### src/rtl/viscous_face_flux_unit_defines.svh
// Assertion helpers for the RTL top level.
`ifndef VISCOUS_FACE_FLUX_UNIT_DEFINES_SVH
`define VISCOUS_FACE_FLUX_UNIT_DEFINES_SVH

// Overlapping implication, off while reset is high.
`define VFF_ASSERT_IMPLY(label, ante, cons, msg) \
  label: assert property (@(posedge clk) disable iff (rst) (ante) |-> (cons)) \
    else $error(msg);

// Next-cycle implication, checked during reset too.
`define VFF_ASSERT_NEXT(label, ante, cons, msg) \
  label: assert property (@(posedge clk) (ante) |=> (cons)) \
    else $error(msg);

`endif

### src/rtl/vff_pkg.sv
package vff_pkg;

  localparam int DATA_W  = 32;
  localparam int NORM_W  = 18;
  localparam int COEF_W  = 31;
  localparam int FAC_W   = 32;
  localparam int T_W     = 48;
  localparam int WIDE_W  = 68;
  localparam int APB_AW  = 3;
  localparam int APB_DW  = 32;
  localparam int LATENCY = 8;

  // 4/3 and 2/3 in Q16.16
  localparam logic [16:0] THIRD4 = 17'd87381;
  localparam logic [16:0] THIRD2 = 17'd43691;

  // register select (paddr word bit)
  localparam logic REG_SHEAR = 1'b0;
  localparam logic REG_BULK  = 1'b1;

  typedef logic signed [DATA_W-1:0] q_t;
  typedef logic signed [NORM_W-1:0] norm_t;
  typedef logic signed [T_W-1:0]    t_t;
  typedef logic signed [WIDE_W-1:0] wide_t;

  typedef struct packed {
    logic [FAC_W-1:0]  fac1;
    logic [FAC_W-1:0]  fac2;
    logic [COEF_W-1:0] mu;
    logic [COEF_W-1:0] zeta;
  } coef_t;

  typedef struct packed {
    logic  valid;
    t_t    xx;
    t_t    yy;
    t_t    zz;
    t_t    xy;
    t_t    xz;
    t_t    yz;
    norm_t nx;
    norm_t ny;
    norm_t nz;
    q_t    vx;
    q_t    vy;
    q_t    vz;
  } stress_t;

  typedef struct packed {
    logic valid;
    t_t   mx;
    t_t   my;
    t_t   mz;
    q_t   vx;
    q_t   vy;
    q_t   vz;
  } mom_t;

  localparam wide_t HALF  = wide_t'(32768);
  localparam wide_t T_MAX = wide_t'({1'b0, {(T_W-1){1'b1}}});
  localparam wide_t T_MIN = -T_MAX - wide_t'(1);
  localparam wide_t Q_MAX = wide_t'({1'b0, {(DATA_W-1){1'b1}}});
  localparam wide_t Q_MIN = -Q_MAX - wide_t'(1);

  // Q16.16 product rounding, half up
  function automatic wide_t rnd16(wide_t p);
    return (p + HALF) >>> 16;
  endfunction

  function automatic t_t sat_t(wide_t x);
    wide_t r;
    if (x > T_MAX) r = T_MAX;
    else if (x < T_MIN) r = T_MIN;
    else r = x;
    return r[T_W-1:0];
  endfunction

  function automatic q_t sat_q(wide_t x);
    wide_t r;
    if (x > Q_MAX) r = Q_MAX;
    else if (x < Q_MIN) r = Q_MIN;
    else r = x;
    return r[DATA_W-1:0];
  endfunction

endpackage

### src/rtl/vff_cfg.sv
module vff_cfg import vff_pkg::*; (
  input  logic              clk,
  input  logic              rst,
  input  logic              psel,
  input  logic              penable,
  input  logic              pwrite,
  input  logic [APB_AW-1:0] paddr,
  input  logic [APB_DW-1:0] pwdata,
  output logic [APB_DW-1:0] prdata,
  output logic              pready,
  output coef_t             coef
);

  logic [COEF_W-1:0] shear_viscosity;
  logic [COEF_W-1:0] bulk_viscosity;
  logic [COEF_W+16:0] fac1_prod;
  logic [COEF_W+16:0] fac2_prod;
  logic               reg_sel;
  logic               wr_en;

  assign pready  = 1'b1;
  assign reg_sel = paddr[APB_AW-1];
  assign wr_en   = psel & penable & pwrite & pready;

  always_ff @(posedge clk) begin
    if (rst) begin
      shear_viscosity <= '0;
      bulk_viscosity  <= '0;
    end else if (wr_en) begin
      unique case (reg_sel)
        REG_SHEAR: shear_viscosity <= pwdata[COEF_W-1:0];
        REG_BULK:  bulk_viscosity  <= pwdata[COEF_W-1:0];
        default: ;
      endcase
    end
  end

  always_comb begin
    unique case (reg_sel)
      REG_SHEAR: prdata = {{(APB_DW-COEF_W){1'b0}}, shear_viscosity};
      REG_BULK:  prdata = {{(APB_DW-COEF_W){1'b0}}, bulk_viscosity};
      default:   prdata = '0;
    endcase
  end

  // mu * 4/3 and mu * 2/3, rounded
  assign fac1_prod = shear_viscosity * THIRD4 + (COEF_W+17)'(32768);
  assign fac2_prod = shear_viscosity * THIRD2 + (COEF_W+17)'(32768);

  always_ff @(posedge clk) begin
    coef.fac1 <= fac1_prod[COEF_W+16:16];
    coef.fac2 <= fac2_prod[COEF_W+16:16];
    coef.mu   <= shear_viscosity;
    coef.zeta <= bulk_viscosity;
  end

endmodule

### config.mk
export PLATFORM = sky130hd
export DESIGN_NAME = vff_cfg
export DESIGN_NICKNAME = d
export VERILOG_FILES = /design/src/rtl/viscous_face_flux_unit_defines.svh /design/src/rtl/vff_pkg.sv /design/src/rtl/vff_cfg.sv
export SDC_FILE = /design/constraint.sdc
export NUM_CORES = 1
export LEC_CHECK = 0
export ABC_AREA = 1
export BUFFER_PORTS_ARGS = -buffer_cell sky130_fd_sc_hd__buf_4
export CORE_UTILIZATION = 29
export DETAILED_ROUTE_END_ITERATION = 16
export PLACE_DENSITY = 0.47
export SLEW_MARGIN = 10
export SYNTH_ARGS = -nofsm -noshare
export SYNTH_HDL_FRONTEND = slang
export SYNTH_SLANG_ARGS = --single-unit
### constraint.sdc
create_clock -name clk -period 5.3 [get_ports clk]
set_input_delay 0.265 -clock clk [delete_from_list [all_inputs] [get_ports clk]]
set_output_delay 0.265 -clock clk [all_outputs]
set_load 0.02 [all_outputs]
Yosys cells after proc, flatten, opt, wreduce, memory -nomap -nowiden
Index checks and enable logic that the tools add are counted.

Bits in registers: 188. Input port bits: 40. Word-level logic and storage cells: 16.

Add/subtract/negate cells: 2. Multiply operators: 2. Mux-type cells: 1. Bitwise gates (word level): 3. Reduce and logical (&&, ||, !) cells: 2.

Operators by type and width (number): $pmux 32 s2 (1); $add 47x16->48 const B (1); $add 48x16->48 const B (1); $mul 31x17->48 const B (1); $mul 31x16->47 const B (1); $reduce_and 2->1 (2); $and 1x1->1 (2); $not 1->1 (1).

Longest topological paths before layout
Gate-level depths: netlist (run 1).

Depth after elaboration: 3. Depth in mapped cells: 24.

Worst setup path after synthesis (run 1)
No wires, ideal clock.

Path kind: reg-to-reg. Start point: register shear_viscosity[8]. End point: register coef[86] (netlist bit). Setup time: 0.112 ns. Arrival time: 4.639 ns. Required time: 5.188 ns. Slack: 0.548 ns. Stages on the path, launching flop included: 24. Path buffers: 0. Cells stage by stage: dfxtp_1 > ha_1 > xnor2_1 > inv_1 > ha_1 > inv_1 > fa_1 > fa_1 > inv_1 > fa_1 > inv_1 > fa_1 > inv_1 > ha_1 > a21oi_1 > o21ai_0 > inv_1 > o21ai_0 > a21oi_1 > nand2_1 > nand2_1 > nand2_1 > nand2_1 > nand2_1.

Cells in the longest elaborated chain, start to end: 2.

RTL lines: start, declared (RTL line vff_cfg.sv:14) `logic [COEF_W-1:0] shear_viscosity;`; start signal, assigned (RTL line vff_cfg.sv:31) `REG_SHEAR: shear_viscosity <= pwdata[COEF_W-1:0];`; $mul 31x16->47 (RTL line vff_cfg.sv:48) `assign fac2_prod = shear_viscosity * THIRD2 + (COEF_W+17)'(32768);`; $add 47x16->48 (RTL line vff_cfg.sv:48); net fac2_prod[40] (RTL line vff_cfg.sv:17) `logic [COEF_W+16:0] fac2_prod;`; end, declared (RTL line vff_cfg.sv:11) `output coef_t coef`.

The timed path passes the listed nets, and every way through them passes these cells. A chain may end at the register's enable or synchronous reset.

Worst setup path after layout (run 1)
Start point: register shear_viscosity[7]. End point: register coef[68] (netlist bit).

Same word-level chain as after synthesis.

==> reports/qor.yml, run 1 <==
period_minus_slack_ns: 5.16
min_path_type: "input pin to register"
drive_above_1_share_pct: 23.4
syn_avg_cell_area_um2: 7.83
crit_required_ns: 5.69
insertion_delay_ns: 0.49
critPathMaxStageDelay_ns: 0.55
cts_tree: "built"
drtAntennaViolNets: 0
synth_edf_count: 0
tns_ns: 0
dieArea_mm2: 0.0730
r2r_setup_slack_ns: 0.14
yosysWarnings: 0
yosysSeqAreaShare_pct: 18.0
tightestPinTransition_ns: 1.09
n_fill_cell: 7399
layout_common_cells: "inv_1, nand2_1, buf_4"
syn_area_mm2: 0.0209
outcome: "finished clean"
h-tree-depth: 4
vias: 18400
synth.area.top_cells: "fa_1, dfxtp_1, ha_1"
antenna_cells: 0
track_usage_pct: 21.2
vias_per_cell: 4.50
cts_inserted_buffers: 17
synth_cell_types: 38
cellPowerDensity_mw_per_mm2: 186
synthCells: 2662
die_y_um: 270
start_util_pct: 29.5
crit_top_cell: "fa_1"
setup_viol: 0
clock.fmax_mhz: 194
synth_ff_type: "dfxtp_1"
area_growth_pct: 30.0
gr-total-overflow: 0
dieWidth_um: 270
min_period_over_period_pct: 97.4
path_max_fanout: 5
core-area_mm2: 0.0706
leakage_uw: 0.0145
numPortBuffers: 193
dr.pass1.iters: 8
clockRootBuffer: "clkbuf_16"
rsz0062_at_grt: "yes"
final_common_cell: "inv_1"
cp-end-kind: "register"
pin_count: 199
path_clk_slew_ns: 0.10
wl_per_cell_um: 18.6
syn_nets: 3248
finalPower_uw: 5050
startpoint_type: "register"
hold_violations: 0
rows: 97
ctsHoldBuffers: 0
grt_pass1_vias: 19600
wirelength_mm: 75.7
cts_sinks: 188
placed_area_mm2: 0.0254
fin_area_mm2: 0.0271
cp_cell_sequence: "buf_4 > ha_4 > xor2_2 > ha_1 > inv_2 > fa_1 > fa_1 > buf_4 > fa_1 > fa_1 > inv_1 > ha_4 > nand2_4 > inv_1 > nand2_1 > nand2_1 > o21bai_4 > nand3b_1 > xor2_1 > buf_4"
crit_type: "register to register"
slew_viol_final: 0
dp.cells: 4037
grt_max_degree: 63
drc: 0
vdd_drop_max_uv: 181
gp_congestion: 0.940
drt_iter0_markers: 1090
arrival_ns: 5.55
crit_slowest_cell: "fa_1"
slew-limit-headroom_pct: 27.5
synthArstFlopShare_pct: 0
final_nets: 3711
holdWs_ns: 0.0338
grt_first_pass_wirelength_mm: 116
cap_violations: 0
clockBufferDepth: 2
ys_seq_elements: 188
synth_top_area_share_pct: 25.2
final-instance-count-excl-fill: 4078
synth_top_area_cell: "fa_1"
clock-skew-final_ns: 0.0168
antenna_found_initial: 2
hpwl_mm: 66.6
==> metal layers <==
metal / wire [um] / vias up / track usage, %
met5: 0 / - / 0
met4: 1880 / 0 / 5.98
met3: 2560 / 70 / 2.26
met2: 38600 / 344 / 38.2
met1: 32700 / 8961 / 26.6
li1: - / 8975 / -
==> sequential cells by signal (all words and copies together) (netlist names) <==
name,cells
coef,126
bulk_viscosity,31
shear_viscosity,31
==> Yosys cell counts, types with 3 or more instances <==
library cell,count
inv_1,646
nand2_1,611
ha_1,283
fa_1,263
dfxtp_1,188
a21oi_1,171
nor2_1,152
nand3_1,69
o21ai_0,61
xor2_1,46
clkbuf_1,33
nand4_1,25
xnor2_1,21
o21bai_1,12
nor3_1,11
a211oi_1,9
nand2_2,9
a21o_1,7
nor2_2,7
inv_2,4
nor3_2,3
o21a_1,3
o21ai_1,3
==> worst max-delay path: cells and delay by family, from the launching register on <==
| family | cells | cell delay (ns) |
|---|---|---|
| AOI/OAI and AO/OA | 1 | 0.22 |
| xor gates and xnor gates | 2 | 0.37 |
| adders and majority gates | 7 | 2.83 |
| buffers and inverters | 6 | 0.70 |
| DFF | 1 | 0.37 |
| and+or+nand+nor | 4 | 0.56 |
==> worst paths after layout <==
path                                   startpoint                              end  cells past startpoint
hold reg to reg   bulk_viscosity[30]$_SDFFE_PP0P_                 coef[30]$_DFF_P_                      0
setup / recovery  shear_viscosity[7]$_SDFFE_PP0P_                 coef[68]$_DFF_P_                     20
hold / removal                          pwdata[3]  shear_viscosity[3]$_SDFFE_PP0P_                      3
setup reg to reg  shear_viscosity[7]$_SDFFE_PP0P_                 coef[68]$_DFF_P_                     20
==> logic make-up (layout without fill, tap and decap cells) <==
family          Yosys count  after routing  share of synthesized area, %
buf+inv                 690           1166                          12.5
compound gates          276            276                          7.13
simple gates            893            893                          17.3
xor+xnor                 67             67                          2.81
flops                   188            188                          18.0
fa+ha+maj               546            546                          42.2
other cells               2              2                        0.0360
==> metrics by stage <==
step	setup slack (ns)	util, %
CTS	0.00283	37.1
finish	0.138	38.4
global placement	-0.152	36.0
floorplan	0.548	-
global route	-0.0466	38.4
detailed placement	-0.146	36.0
==> report_power, final <==
group | leakage (uW) | internal, uW | switching, uW | total, uW
Clock | 0.000317 | 710 | 774 | 1480
Combinational | 0.0127 | 822 | 1130 | 1950
Sequential | 0.00155 | 1550 | 67.4 | 1610
Total | 0.0145 | 3080 | 1970 | 5050
==> layout make-up <==
class                           count  area, um2  share of cell area (%)
Inverter                          652       2450                    9.03
Tap cell                          940       1180                    4.34
Multi-Input combinational cell   1784      15400                    56.8
Clock buffer                       17        425                    1.57
Timing Repair Buffer              482       3640                    13.4
Sequential cell                   188       3800                    14.0
Clock inverter                     15        231                   0.854
==> timing repair <==
item,in CTS,in global routing
setup buffers,0,9
setup endpoints to repair,36,61
pin swaps,0,36
gates resized for setup,30,217
(Power assumes the default switching activity.)
==> run 2, diff against run 1 <==
- BUFFER_PORTS_ARGS: -buffer_cell sky130_fd_sc_hd__buf_4 -> -buffer_cell sky130_fd_sc_hd__buf_2
==> run 2 against run 1 <==
Against the previous run:
- clock power about the same
- combinational power decreased by 6%
- wire length decreased by 3.1%
- via count decreased by 2.3%
- final cell count decreased by 0.49%
- utilization decreased by 1.1 points
- critical path depth increased by 1
- global-route usage decreased by 0.63 points
- sequential power about the same
- critical path type unchanged
- largest cell class unchanged
- highest routed layer unchanged
==> reports/qor.yml, run 2 (same netlist as run 1, synthesis figures left out) <==
combPwrFrac_pct: 37.4
grt_first_pass_wirelength_mm: 112
drc: 0
crit_type: "register to register"
insertion_delay_ns: 0.51
tightestPinTransition_ns: 0.685
h-tree-depth: 4
clock.fmax_mhz: 196
swShare_pct: 40.3
cap_violations: 0
min_period_over_period_pct: 96.3
hpwl_mm: 63.9
crit_required_ns: 5.68
wirelength_mm: 73.3
final_nets: 3691
cp.buffers_inverters: 8
drtAntennaViolNets: 0
clock-skew-final_ns: 0.0380
arrival_ns: 5.49
antenna_found_initial: 0
clockBufferDepth: 2
grt_pass1_vias: 18900
track_usage_pct: 20.6
cts_sinks: 188
largest_reg_flops: 126
vias: 17900
die_y_um: 270
grt_max_degree: 63
hold_violations: 0
numPortBuffers: 193
slew_viol_final: 0
setup_viol: 0
power.switching_uw: 1980
core-area_mm2: 0.0706
dieArea_mm2: 0.0730
crit_slowest_cell: "fa_1"
gp_congestion: 0.936
min_path_type: "input pin to register"
holdWs_ns: 0.0219
period_minus_slack_ns: 5.11
path_clk_slew_ns: 0.09
power.share.clock_pct: 30.1
rows: 97
start_util_pct: 29.5
cp_cell_sequence: "buf_4 > ha_1 > xor2_2 > ha_1 > inv_2 > fa_1 > fa_1 > fa_1 > fa_1 > inv_1 > ha_1 > buf_4 > nand2_1 > nor2_1 > buf_4 > buf_4 > a21oi_1 > nand3_1 > buf_4 > buf_4 > xor2_1"
layout_common_cells: "inv_1, nand2_1, buf_4"
dieWidth_um: 270
gr-total-overflow: 0
vdd_drop_max_uv: 183
area_growth_pct: 26.3
vias_per_cell: 4.42
slew-limit-headroom_pct: 54.3
startpoint_type: "register"
cp-end-kind: "register"
rsz0062_at_grt: "yes"
antenna_cells: 0
outcome: "finished clean"
cts_inserted_buffers: 17
drt_iter0_markers: 1105
critPathMaxStageDelay_ns: 0.56
regMostFlops: "coef"
critPathTopFamily: "adder cells"
clockRootBuffer: "clkbuf_16"
cts_tree: "built"
cellPowerDensity_mw_per_mm2: 187
crit_top_cell: "buf_4"
internal_power_uw: 2940
tns_ns: 0
dr.pass1.iters: 5
final_common_cell: "inv_1"
pin_count: 199
p_seq_share_pct: 32.5
path_max_fanout: 6
wl_per_cell_um: 18.1
leakage_uw: 0.0144
drive_above_1_share_pct: 22.3
reg.largest.list: "coef (126), bulk_viscosity (31), shear_viscosity (31)"
[run 2: layout make-up]
type                    count  area, um2
clock inverters            15        203
inverters                 652       2450
multi-input cells        1784      15300
repair buffers            462       3010
well taps                 940       1180
flip-flops and latches    188       3790
clock buffers              17        425
fillers                  7606      44300
[run 2: per-layer routing]
metal  vias to the layer above  GRT usage (%)  wire length [um]
li1                       8939              -                 -
met1                      8587           26.0             32200
met2                       306           36.0             36200
met3                        95           2.46              2410
met4                         0           7.24              2460
met5                         -              0                 0
[run 2: power groups by stage]
stage	Sequential, uW	Combinational (uW)	Clock [uW]
global route	1620	2030	1570
CTS	1600	1740	1530
detailed placement	1640	1720	0
floorplan	1790	767	0
global placement	1640	1720	0
finish	1600	1840	1480
[run 2: worst min-delay path: stages]
cell and delay (ns):
buf_2 0.10, nand2_1 0.06, a21oi_1 0.06
[run 2: final timing paths]
kind,start,to,slack (ns),depth (start not counted)
worst max register to register,shear_viscosity[7]$_SDFFE_PP0P_,coef[102]$_DFF_P_,0.19,21
worst min-delay path,pwdata[16],shear_viscosity[16]$_SDFFE_PP0P_,0.02,3
worst max-delay path,shear_viscosity[7]$_SDFFE_PP0P_,coef[102]$_DFF_P_,0.19,21
worst min register to register,bulk_viscosity[30]$_SDFFE_PP0P_,coef[30]$_DFF_P_,0.37,0
[run 2: timing repair]
item / 4_1_cts / 5_1_grt
setup endpoints to repair: 22 / 59
gates resized for setup: 7 / 205
setup buffers: 0 / 4
hold buffers: 5 / 0
pin swaps: 0 / 15
endpoints found under the hold margin: 5 / 0
[run 2: per-stage QoR]
| stage | total power (uW) | setup slack (ns) | std cells | instance area (um2) | utilization (%) |
|---|---|---|---|---|---|
| CTS | 4870 | 0.00404 | 4054 | 25500 | 36.1 |
| global placement | 3360 | -0.0284 | 4017 | 24800 | 35.1 |
| finish | 4920 | 0.195 | 4058 | 26300 | 37.3 |
| detailed placement | 3360 | -0.0773 | 4017 | 24800 | 35.1 |
| floorplan | 2550 | 0.548 | 2662 | 20900 | - |
| global route | 5210 | -0.0489 | 4058 | 26300 | 37.3 |
